File: src/rtl/dmwc_pkg.sv
// Package: payload types and constants for the direct-mapped word cache.
package dmwc_pkg;

  localparam logic OP_READ  = 1'b0;
  localparam logic OP_WRITE = 1'b1;
  localparam logic [2:0] MAX_CYCLES = 3'd5;
  localparam logic [15:0] BYTE_MASK = 16'h00FF;

  typedef struct packed {
    logic        opcode;
    logic [15:0] address;
    logic        byte_access;
    logic [15:0] write_data;
  } in_item_t;

  typedef struct packed {
    logic [15:0] read_data;
    logic        hit;
    logic [2:0]  access_cycles;
  } out_item_t;

endpackage

File: src/rtl/dmwc_front.sv
// Front: two-entry queue feeding the back end.
module dmwc_front (
  input  logic               clk,
  input  logic               rst_n,
  input  logic               in_valid,
  output logic               in_stall,
  input  dmwc_pkg::in_item_t in_item,
  output logic               q_valid,
  input  logic               q_take,
  output dmwc_pkg::in_item_t q_item
);
  dmwc_pkg::in_item_t buf_r [2];
  logic [1:0] cnt_r;
  logic       rd_r;
  logic       wr_r;
  logic       push;

  assign in_stall = (cnt_r == 2'd2);
  assign push = in_valid && !in_stall;
  assign q_valid = (cnt_r != 2'd0);
  assign q_item = buf_r[rd_r];

  always_ff @(posedge clk) begin
    if (!rst_n) begin
      cnt_r <= 2'd0;
      rd_r <= 1'b0;
      wr_r <= 1'b0;
    end else begin
      if (push) begin
        buf_r[wr_r] <= in_item;
        wr_r <= ~wr_r;
      end
      if (q_take) rd_r <= ~rd_r;
      cnt_r <= cnt_r + {1'b0, push} - {1'b0, q_take};
    end
  end
endmodule

File: config.mk
export PLATFORM = sky130hd
export DESIGN_NAME = dmwc_front
export DESIGN_NICKNAME = d
export VERILOG_FILES = /design/src/rtl/dmwc_pkg.sv /design/src/rtl/dmwc_front.sv
export SDC_FILE = /design/constraint.sdc
export NUM_CORES = 1
export LEC_CHECK = 0
export BUFFER_PORTS_ARGS = -buffer_cell sky130_fd_sc_hd__buf_2
export CELL_PAD_IN_SITES_DETAIL_PLACEMENT = 1
export CELL_PAD_IN_SITES_GLOBAL_PLACEMENT = 2
export CORE_ASPECT_RATIO = 1.2
export CORE_MARGIN = 4
export CORE_UTILIZATION = 41
export CTS_CLUSTER_SIZE = 8
export DETAILED_ROUTE_END_ITERATION = 8
export PLACE_DENSITY = 0.84
export SKIP_CTS_REPAIR_TIMING = 1
export SLEW_MARGIN = 5
export SYNTH_ARGS = -nofsm -noshare
export SYNTH_HDL_FRONTEND = slang
export SYNTH_SLANG_ARGS = --single-unit
File: constraint.sdc
create_clock -name clk -period 6.5 [get_ports clk]
set_clock_uncertainty 0.15 [all_clocks]
set_input_delay 1.3 -clock clk [delete_from_list [all_inputs] [get_ports clk]]
set_output_delay 1.3 -clock clk [all_outputs]
set_load 0.02 [all_outputs]
### After elaboration in Yosys (flattened, before gate mapping)

Memory sizes are Yosys's and may differ from the RTL's. A register that Yosys moved wholly into a read port is not among the register bits.
Index checks and enable logic that the tools add are counted.

| word-level totals | value |
|---|---|
| bits in registers | 4 |
| bits in latches | 0 |
| memory bits (writable) | 68 |
| ROM bits | 0 |
| bits of input ports | 38 |
| output and inout port bits | 36 |
| word-level logic and storage cells | 17 |
| memories | 1 |

| cells by class | value |
|---|---|
| $add $sub $neg | 2 |
| multiply operators | 0 |
| divide/modulo/power cells | 0 |
| $lt $le $gt $ge | 0 |
| eq/ne operators | 1 |
| shift operators | 0 |
| mux-type cells | 5 |
| bitwise logic cells | 2 |
| reductions and logical operators | 3 |

Memory list:

| name | depth | bits a word | read ports | clocked after memory_dff | wr ports | line | RTL |
|---|---|---|---|---|---|---|---|
| buf_r | 2 | 34 | 1 | 1 | 1 | dmwc_front.sv:12 | `dmwc_pkg::in_item_t buf_r [2];` |

Operators by type and width:

| kind | count |
|---|---|
| $mux W1 | 5 |
| $add A2 B1 Y2 | 1 |
| $eq A2 B2 Y1 const B | 1 |
| $not A1 Y1 | 2 |
| $reduce_bool A2 Y1 | 1 |
| $sub A2 B1 Y2 | 1 |
| $logic_and A1 B1 Y1 | 1 |
| $logic_not A1 Y1 | 1 |

### Depth between registers and ports, before layout

Gate-level depths: netlist (run 1).

| logic depth | value |
|---|---|
| depth in word-level cells | 6 |
| mapped depth | 9 |
| depth with buffers taken out | 9 |

### Least setup slack after synthesis (run 1)

Ideal clock, no wire load.

| timing | value |
|---|---|
| path type | input port to flip-flop |
| from | input port in_valid |
| to | memory buf_r[0][0] (netlist bit) (enable) |
| library setup time | 0.425 ns |
| arrival | 2.829 ns |
| required time | 5.925 ns |
| setup slack | 3.096 ns |
| stages on the path | 2 |
| path buffers | 0 |
| cells stage by stage | nand3_1 nor2_1 |

| on the way | value |
|---|---|
| cells in the longest elaborated chain, start to end | 4 |

RTL lines:

| what | line | RTL |
|---|---|---|
| start, declared | dmwc_front.sv:5 | `input logic in_valid,` |
| $logic_and A1 B1 Y1 | dmwc_front.sv:19 | `assign push = in_valid && !in_stall;` |
| $mux W1 | dmwc_front.sv:29 | `if (push) begin` |
| $mux W1 | dmwc_front.sv:24 | `if (!rst_n) begin` |
| $mux W1 (implied by the code) | dmwc_front.sv:30 | `buf_r[wr_r] <= in_item;` |
| end, declared | dmwc_front.sv:12 |  |

No other way between the ends.

==> key figures, run 1 <==
Status
  • Status: complete, no violations

Yosys
  • Largest area contributor in the netlist: edfxtp_1
  • Unique masters post-synth: 18
  • Syn nets: ~170
  • Syn avg cell area: about 22 µm²
  • Area of the mapped netlist: about 2800 µm²
  • Sequential fraction of the synthesis area: 0.754
  • Yosys synthesis warning count: 0
  • Synth top area share: 0.719
  • Number of synthesized register bits: 73
  • Syn Inst Count: 131
  • Area contributors post-synth: edfxtp_1 72%, mux2_4 16%, dfxtp_1 3.5%, buf_12 2.1%, mux2_2 1.6%

Critical path
  • Crit-path max cell delay: around 1.1 ns
  • Worst endpoint required time: between 5 and 6 ns
  • Worst setup path end: q_item[33]
  • Worst reg2reg path endpoint: buf_r[0][2]
  • Reg2Reg Setup Slack: between 4 and 5 ns
  • CP Launch Type: flop
  • Critical path, cell by cell: mux2_2, buf_2
  • CP Class: flop to output pin
  • Top Family by Delay on Critical Path: flip-flops
  • Slowest CP cell: dfxtp_2
  • R2R depth: 3
  • Crit Path Max Fanout: 34
  • Reg2reg start: cnt_r[0]
  • CP bufs+invs: 1
  • Worst path depth: 2
  • Crit path arrival time: a little under 2 ns
  • Crit. End Element: output pin

Floorplanning
  • Chip Width: 84.0 µm
  • Core area: 6570 µm²
  • Num rows: 32
  • Die Ht: between 90 and 100 µm
  • IO Count: 74
  • Initial core utilization: 0.433
  • Overall die area: 8330 µm²

Global routing
  • First-pass GRT wire length: around 8 mm
  • GR Layer Usage met1: 0.133
  • Grt ovf: 0
  • Antenna violations before repair: 0
  • GR Util met2: 0.224
  • Vias in the first global route: 1507
  • Tot GR Track Use: 0.128
  • GR Layer Usage met3: 0.0539
  • Largest net degree at the start of global routing: 35
  • Busiest grt layer: met2

Worst hold path
  • Worst hold path type: flop to flop
  • Worst Hold Launch: wr_r

Cells and area
  • Final #Nets: 251
  • Area occupied by multi-input gates: about 620 µm²
  • Share of layout cells above drive strength 1: 0.579
  • Layout Area Growth over Synthesis: 21.0%
  • Fill cells: 650
  • Seq. cell area: about 2100 µm²
  • Ant. Diodes: 0

Pwr
  • Pwr dens: about 320 nW/µm²
  • Static leakage: around 1.4 nW
  • VDD IR max: roughly 0.00017 V

Timing
  • Fmax: 291 MHz
  • Setup_tns: 0 ns
  • Max-slew headroom: 0.264
  • Final hold violation count: 0
  • Worst-margin pin slew: about 1.1 ns
  • Final Cycle Share: 0.529
  • Crit path time final: 3.44 ns
  • Slew Limit Fails: 0
  • Final setup margin: around 3.1 ns
  • RSZ-0062 raised after global routing: no
  • Final setup violation count: 0

Place
  • Pre-CTS setup slack: between 3 and 4 ns
  • Placer Congestion: ~0.67
  • I/O Buffers: 73
  • HPWL after DPL: 3.51 mm

Detailed routing
  • 1st-iter DRT viols: 96
  • DRC Markers: 0
  • Via density: around 4.6
  • WL per Instance: 16.5 µm
  • 1st-pass router iterations: 4
  • Final ANT Viol Nets: 0
  • Vias: 1391
  • DRT Wirelength: roughly 5 mm

Clock tree
  • # clock sinks: 73
  • Htree depth: 3
  • CTS clk-pin slew, worst paths: 0.07 ns
  • CTS tree: yes
  • Worst-skew pair later-pin latency: ~0.33 ns
  • Clock buffer depth: 2
  • CTS root buf: clkbuf_8
  • Cts bufs inserted: 9

Run
  • Maxcap violations: 0
[cell families (layout without fill, tap and decap cells)]
kind of cell               after synthesis  count (layout)  synth area share
AOI/OAI and AO/OA                        1               1           0.00220
xor gates and xnor gates                 3               3           0.00925
adders and majority gates                2               2           0.00881
buffers and inverters                    7              92            0.0291
DFF                                     73              73             0.754
muxes                                   34              34             0.174
and+or+nand+nor                         11              11            0.0220
[state kept, by name (all words and copies together), names as in the netlist, named ones only]
| register | count |
|---|---|
| wr_r | 1 |
| buf_r | 68 |
| rd_r | 1 |
| cnt_r | 2 |
[synthesized netlist by cell type]
| cell type | count |
|---|---|
| o22ai_1 | 1 |
| mux2_4 | 30 |
| edfxtp_1 | 68 |
| nand2b_1 | 1 |
| nand2_1 | 1 |
| mux2_2 | 4 |
| buf_12 | 3 |
| xor2_1 | 1 |
| ha_1 | 2 |
| dfxtp_1 | 5 |
| nor2_1 | 1 |
| or2_2 | 1 |
| nand3_1 | 1 |
| inv_1 | 3 |
| and3_1 | 1 |
| and2_1 | 5 |
| buf_6 | 1 |
| xnor2_1 | 2 |
[where the power goes]
group | total, mW | switching [mW] | leakage, nW | internal [mW]
combinational | 0.185 | 0.0982 | 0.604 | 0.0871
sequential | 0.586 | 0.0246 | 0.664 | 0.561
clock | 0.325 | 0.152 | 0.0978 | 0.173
total | 1.10 | 0.274 | 1.37 | 0.821
[final cells by class]
type	count	share of cell area
Sequential cell	73	0.624
Multi-Input combinational cell	51	0.182
Timing Repair Buffer	73	0.106
Clock buffer	9	0.0361
Tap cell	85	0.0310
Clock inverter	7	0.0178
Inverter	3	0.00328
[tightest hold or removal path, delay by kind of cell (launching register included)]
family,cells,cell delay [ns]
compound gates,1,0.07
flops,1,0.35
simple gates,1,0.07
[through the flow]
step	instances	power, mW	hold WS [ns]	util	area (µm²)
after floorplan	131	0.729	0.318	-	2840
after global placement	285	0.780	0.366	0.495	3250
after detailed placement	285	0.787	0.384	0.495	3250
after CTS	301	1.11	0.393	0.523	3440
after global routing	301	1.15	0.424	0.523	3440
final	301	1.10	0.388	0.523	3440
[worst min path at each step]
stage | end | slack [ns] | cells past startpoint
global placement | wr_r | 0.37 | 2
detailed placement | wr_r | 0.38 | 2
floorplan | wr_r | 0.32 | 1
finish | wr_r | 0.39 | 2
CTS | wr_r | 0.39 | 2
global route | wr_r | 0.42 | 2
[placed cells by master, fill, tap and decap left out]
| cell | n |
|---|---|
| ha_1 | 2 |
| clkinv_4 | 1 |
| and2_1 | 5 |
| nor2_4 | 1 |
| clkinv_1 | 2 |
| mux2_4 | 30 |
| buf_2 | 73 |
| or2_2 | 1 |
| bufinv_16 | 1 |
| xor2_1 | 1 |
| clkinv_2 | 3 |
| o22ai_1 | 1 |
| clkbuf_8 | 9 |
| xnor2_1 | 2 |
| edfxtp_1 | 68 |
| dfxtp_2 | 1 |
| inv_1 | 3 |
| nand2b_1 | 1 |
| nand2_1 | 1 |
| nand3_1 | 1 |
| mux2_2 | 4 |
| and3_2 | 1 |
| dfxtp_1 | 4 |
[routing by layer]
metal / part of all wire / vias to the layer above
met5: 0 / -
met4: 0.019 / 0
met3: 0.060 / 6
met2: 0.56 / 41
met1: 0.36 / 684
li1: - / 660
Note: power is estimated with default switching activity, not from simulation.
==> inputs of run 2 (changes only) <==
--- a/config.mk
+++ b/config.mk
@@ -10,10 +10,10 @@
 export CELL_PAD_IN_SITES_GLOBAL_PLACEMENT = 2
 export CORE_ASPECT_RATIO = 1.2
 export CORE_MARGIN = 4
-export CORE_UTILIZATION = 41
+export CORE_UTILIZATION = 34
 export CTS_CLUSTER_SIZE = 8
 export DETAILED_ROUTE_END_ITERATION = 8
-export PLACE_DENSITY = 0.84
+export PLACE_DENSITY = 0.74
 export SKIP_CTS_REPAIR_TIMING = 1
 export SLEW_MARGIN = 5
 export SYNTH_ARGS = -nofsm -noshare
==> constraint.sdc (replaced) <==
create_clock -name clk -period 2.8 [get_ports clk]
set_clock_uncertainty 0.15 [all_clocks]
set_input_delay 0.56 -clock clk [delete_from_list [all_inputs] [get_ports clk]]
set_output_delay 0.56 -clock clk [all_outputs]
set_load 0.02 [all_outputs]
==> key figures, run 2 (synthesis results as in run 1) <==
Clock tree
  • Cts bufs inserted: 9 (unchanged)
  • CTS root buf: clkbuf_8
  • Htree depth: 3 (unchanged)
  • CTS clk-pin slew, worst paths: 0.08 ns (about the same)
  • # clock sinks: 73 (unchanged)
  • CTS tree: yes
  • Worst-skew pair later-pin latency: 0.33 ns (about the same)
  • Clock buffer depth: 2 (unchanged)

Global routing
  • Vias in the first global route: 1505 (-0.13%)
  • Largest net degree at the start of global routing: 35 (unchanged)
  • Grt ovf: 0 (unchanged)
  • Antenna violations before repair: 0 (unchanged)
  • Tot GR Track Use: 0.106 (-0.0221)
  • First-pass GRT wire length: 7.72 mm (-3.4%)

Critical path
  • Worst endpoint required time: 2.09 ns (-2.96 ns)
  • Worst reg2reg path endpoint: cnt_r[1]
  • Crit Path Max Fanout: 9 (-74%)
  • Crit. End Element: output pin
  • CP bufs+invs: 2 (+1)
  • Reg2Reg Setup Slack: 0.96 ns (-3.58 ns)
  • CP Class: flop to output pin
  • CP Launch Type: flop
  • R2R depth: 9 (+6)
  • Reg2reg start: cnt_r[0]
  • Crit path arrival time: 1.60 ns (-0.39 ns)
  • Top Family by Delay on Critical Path: flip-flops
  • Crit-path max cell delay: 0.49 ns (-0.57 ns)
  • Critical path, cell by cell: buf_4, mux2_2, buf_2
  • Slowest CP cell: dfxtp_2

Cells and area
  • Layout Area Growth over Synthesis: 25.7%
  • Design area: 3570 µm² (+3.9%)
  • Most common cell after layout, fill and taps aside: buf_2
  • Finished Layout Cells: 334 (+11%)
  • Top reg by flops: buf_r
  • Ant. Diodes: 0 (unchanged)
  • Max reg flops: 68 (unchanged)
  • Final core utilization: 0.438 (-0.0854)
  • Most frequent cells in the layout: 73 x buf_2, 68 x edfxtp_1, 30 x mux2_4, 9 x clkbuf_8, 5 x and2_1
  • Final #Nets: 255 (+1.6%)
  • Largest regs: buf_r (68), cnt_r (2)
  • Share of layout cells above drive strength 1: 0.591 (+0.0122)

Timing
  • RSZ-0062 raised after global routing: no
  • Final setup violation count: 0 (unchanged)
  • Final hold violation count: 0 (unchanged)
  • Slew Limit Fails: 0 (unchanged)
  • Worst-margin pin slew: 0.461 ns (-0.644 ns)
  • Max-slew headroom: 0.693 (+0.429)
  • Fmax: around 430 MHz
  • Setup_tns: 0 ns (unchanged)
  • Final Cycle Share: 0.825
  • Crit path time final: 2.31 ns

Status
  • Status: complete, no violations

Pwr
  • VDD IR max: 0.000377 V (+120%)
  • Static leakage: 1.41 nW (+3.5%)
  • Design Power: 2.76 mW (+150%)
  • Pwr dens: 774 nW/µm² (+140%)

Worst hold path
  • Hold path depth: 1 (-1)
  • Worst hold path type: input port to flop
  • Hold Path End: buf_r[0][12]
  • Worst Hold Launch: in_item[12]

Floorplanning
  • Die Ht: 108 µm (+9.0%)
  • Core area: 8150 µm² (+24%)
  • Num rows: 36 (+13%)
  • Chip Width: 91.4 µm (+8.9%)
  • Overall die area: 9890 µm² (+19%)
  • Initial core utilization: 0.348 (-0.0842)
  • IO Count: 74 (unchanged)

Run
  • Maxcap violations: 0 (unchanged)

Detailed routing
  • DRT Wirelength: 4.93 mm (-1.0%)
  • 1st-pass router iterations: 3 (-1)
  • WL per Instance: 14.7 µm (-11%)
  • Vias: 1375 (-1.2%)
  • Via density: 4.12 (-11%)
  • Final ANT Viol Nets: 0 (unchanged)
  • DRC Markers: 0 (unchanged)
  • 1st-iter DRT viols: 68 (-29%)

Place
  • I/O Buffers: 73 (unchanged)
  • DP Cell Count: 318 (+12%)
  • Placed instance area: 3330 µm² (+2.4%)
  • Placer Congestion: 0.713 (+6.4%)
==> run 2: how the worst max path moves through the flow <==
stage | cells after the start | slack, ns | to
after floorplan | 2 | 0.14 | buf_r[0][0]
after global placement | 3 | 0.83 | q_item[33]
after detailed placement | 9 | 0.79 | cnt_r[1]
after CTS | 3 | 0.45 | q_item[2]
after global routing | 3 | 0.40 | q_item[33]
final | 3 | 0.49 | q_item[2]
==> run 2: area by class of cell <==
cell class	count	area [µm²]
repair buffers	77	408
clock inverters	7	116
fillers	815	4580
well taps	114	143
clock buffers	9	124
flip-flops and latches	73	2140
inverters	3	11.3
multi-input cells	51	624
==> run 2: routing by layer <==
layer / wire length (µm) / share of wire / track usage
met3: 249 / 0.051 / 0.0327
met1: 1940 / 0.39 / 0.113
met4: 52 / 0.011 / 0.0485
met5: 0 / 0 / 0
met2: 2690 / 0.55 / 0.192
==> run 2: report_power, final <==
group / leakage [nW] / internal (mW) / total [mW] / switching (mW)
logic: 0.628 / 0.211 / 0.459 / 0.248
registers: 0.664 / 1.30 / 1.34 / 0.0388
clock network: 0.121 / 0.592 / 0.966 / 0.374
==> run 2: per-stage QoR <==
stage | setup WS [ns] | hold slack, ns
2_1_floorplan | 0.136 | 0.318
3_3_place_gp | 0.829 | 0.371
3_5_place_dp | 0.794 | 0.387
4_1_cts | 0.452 | 0.244
5_1_grt | 0.404 | 0.237
6_report | 0.490 | 0.265
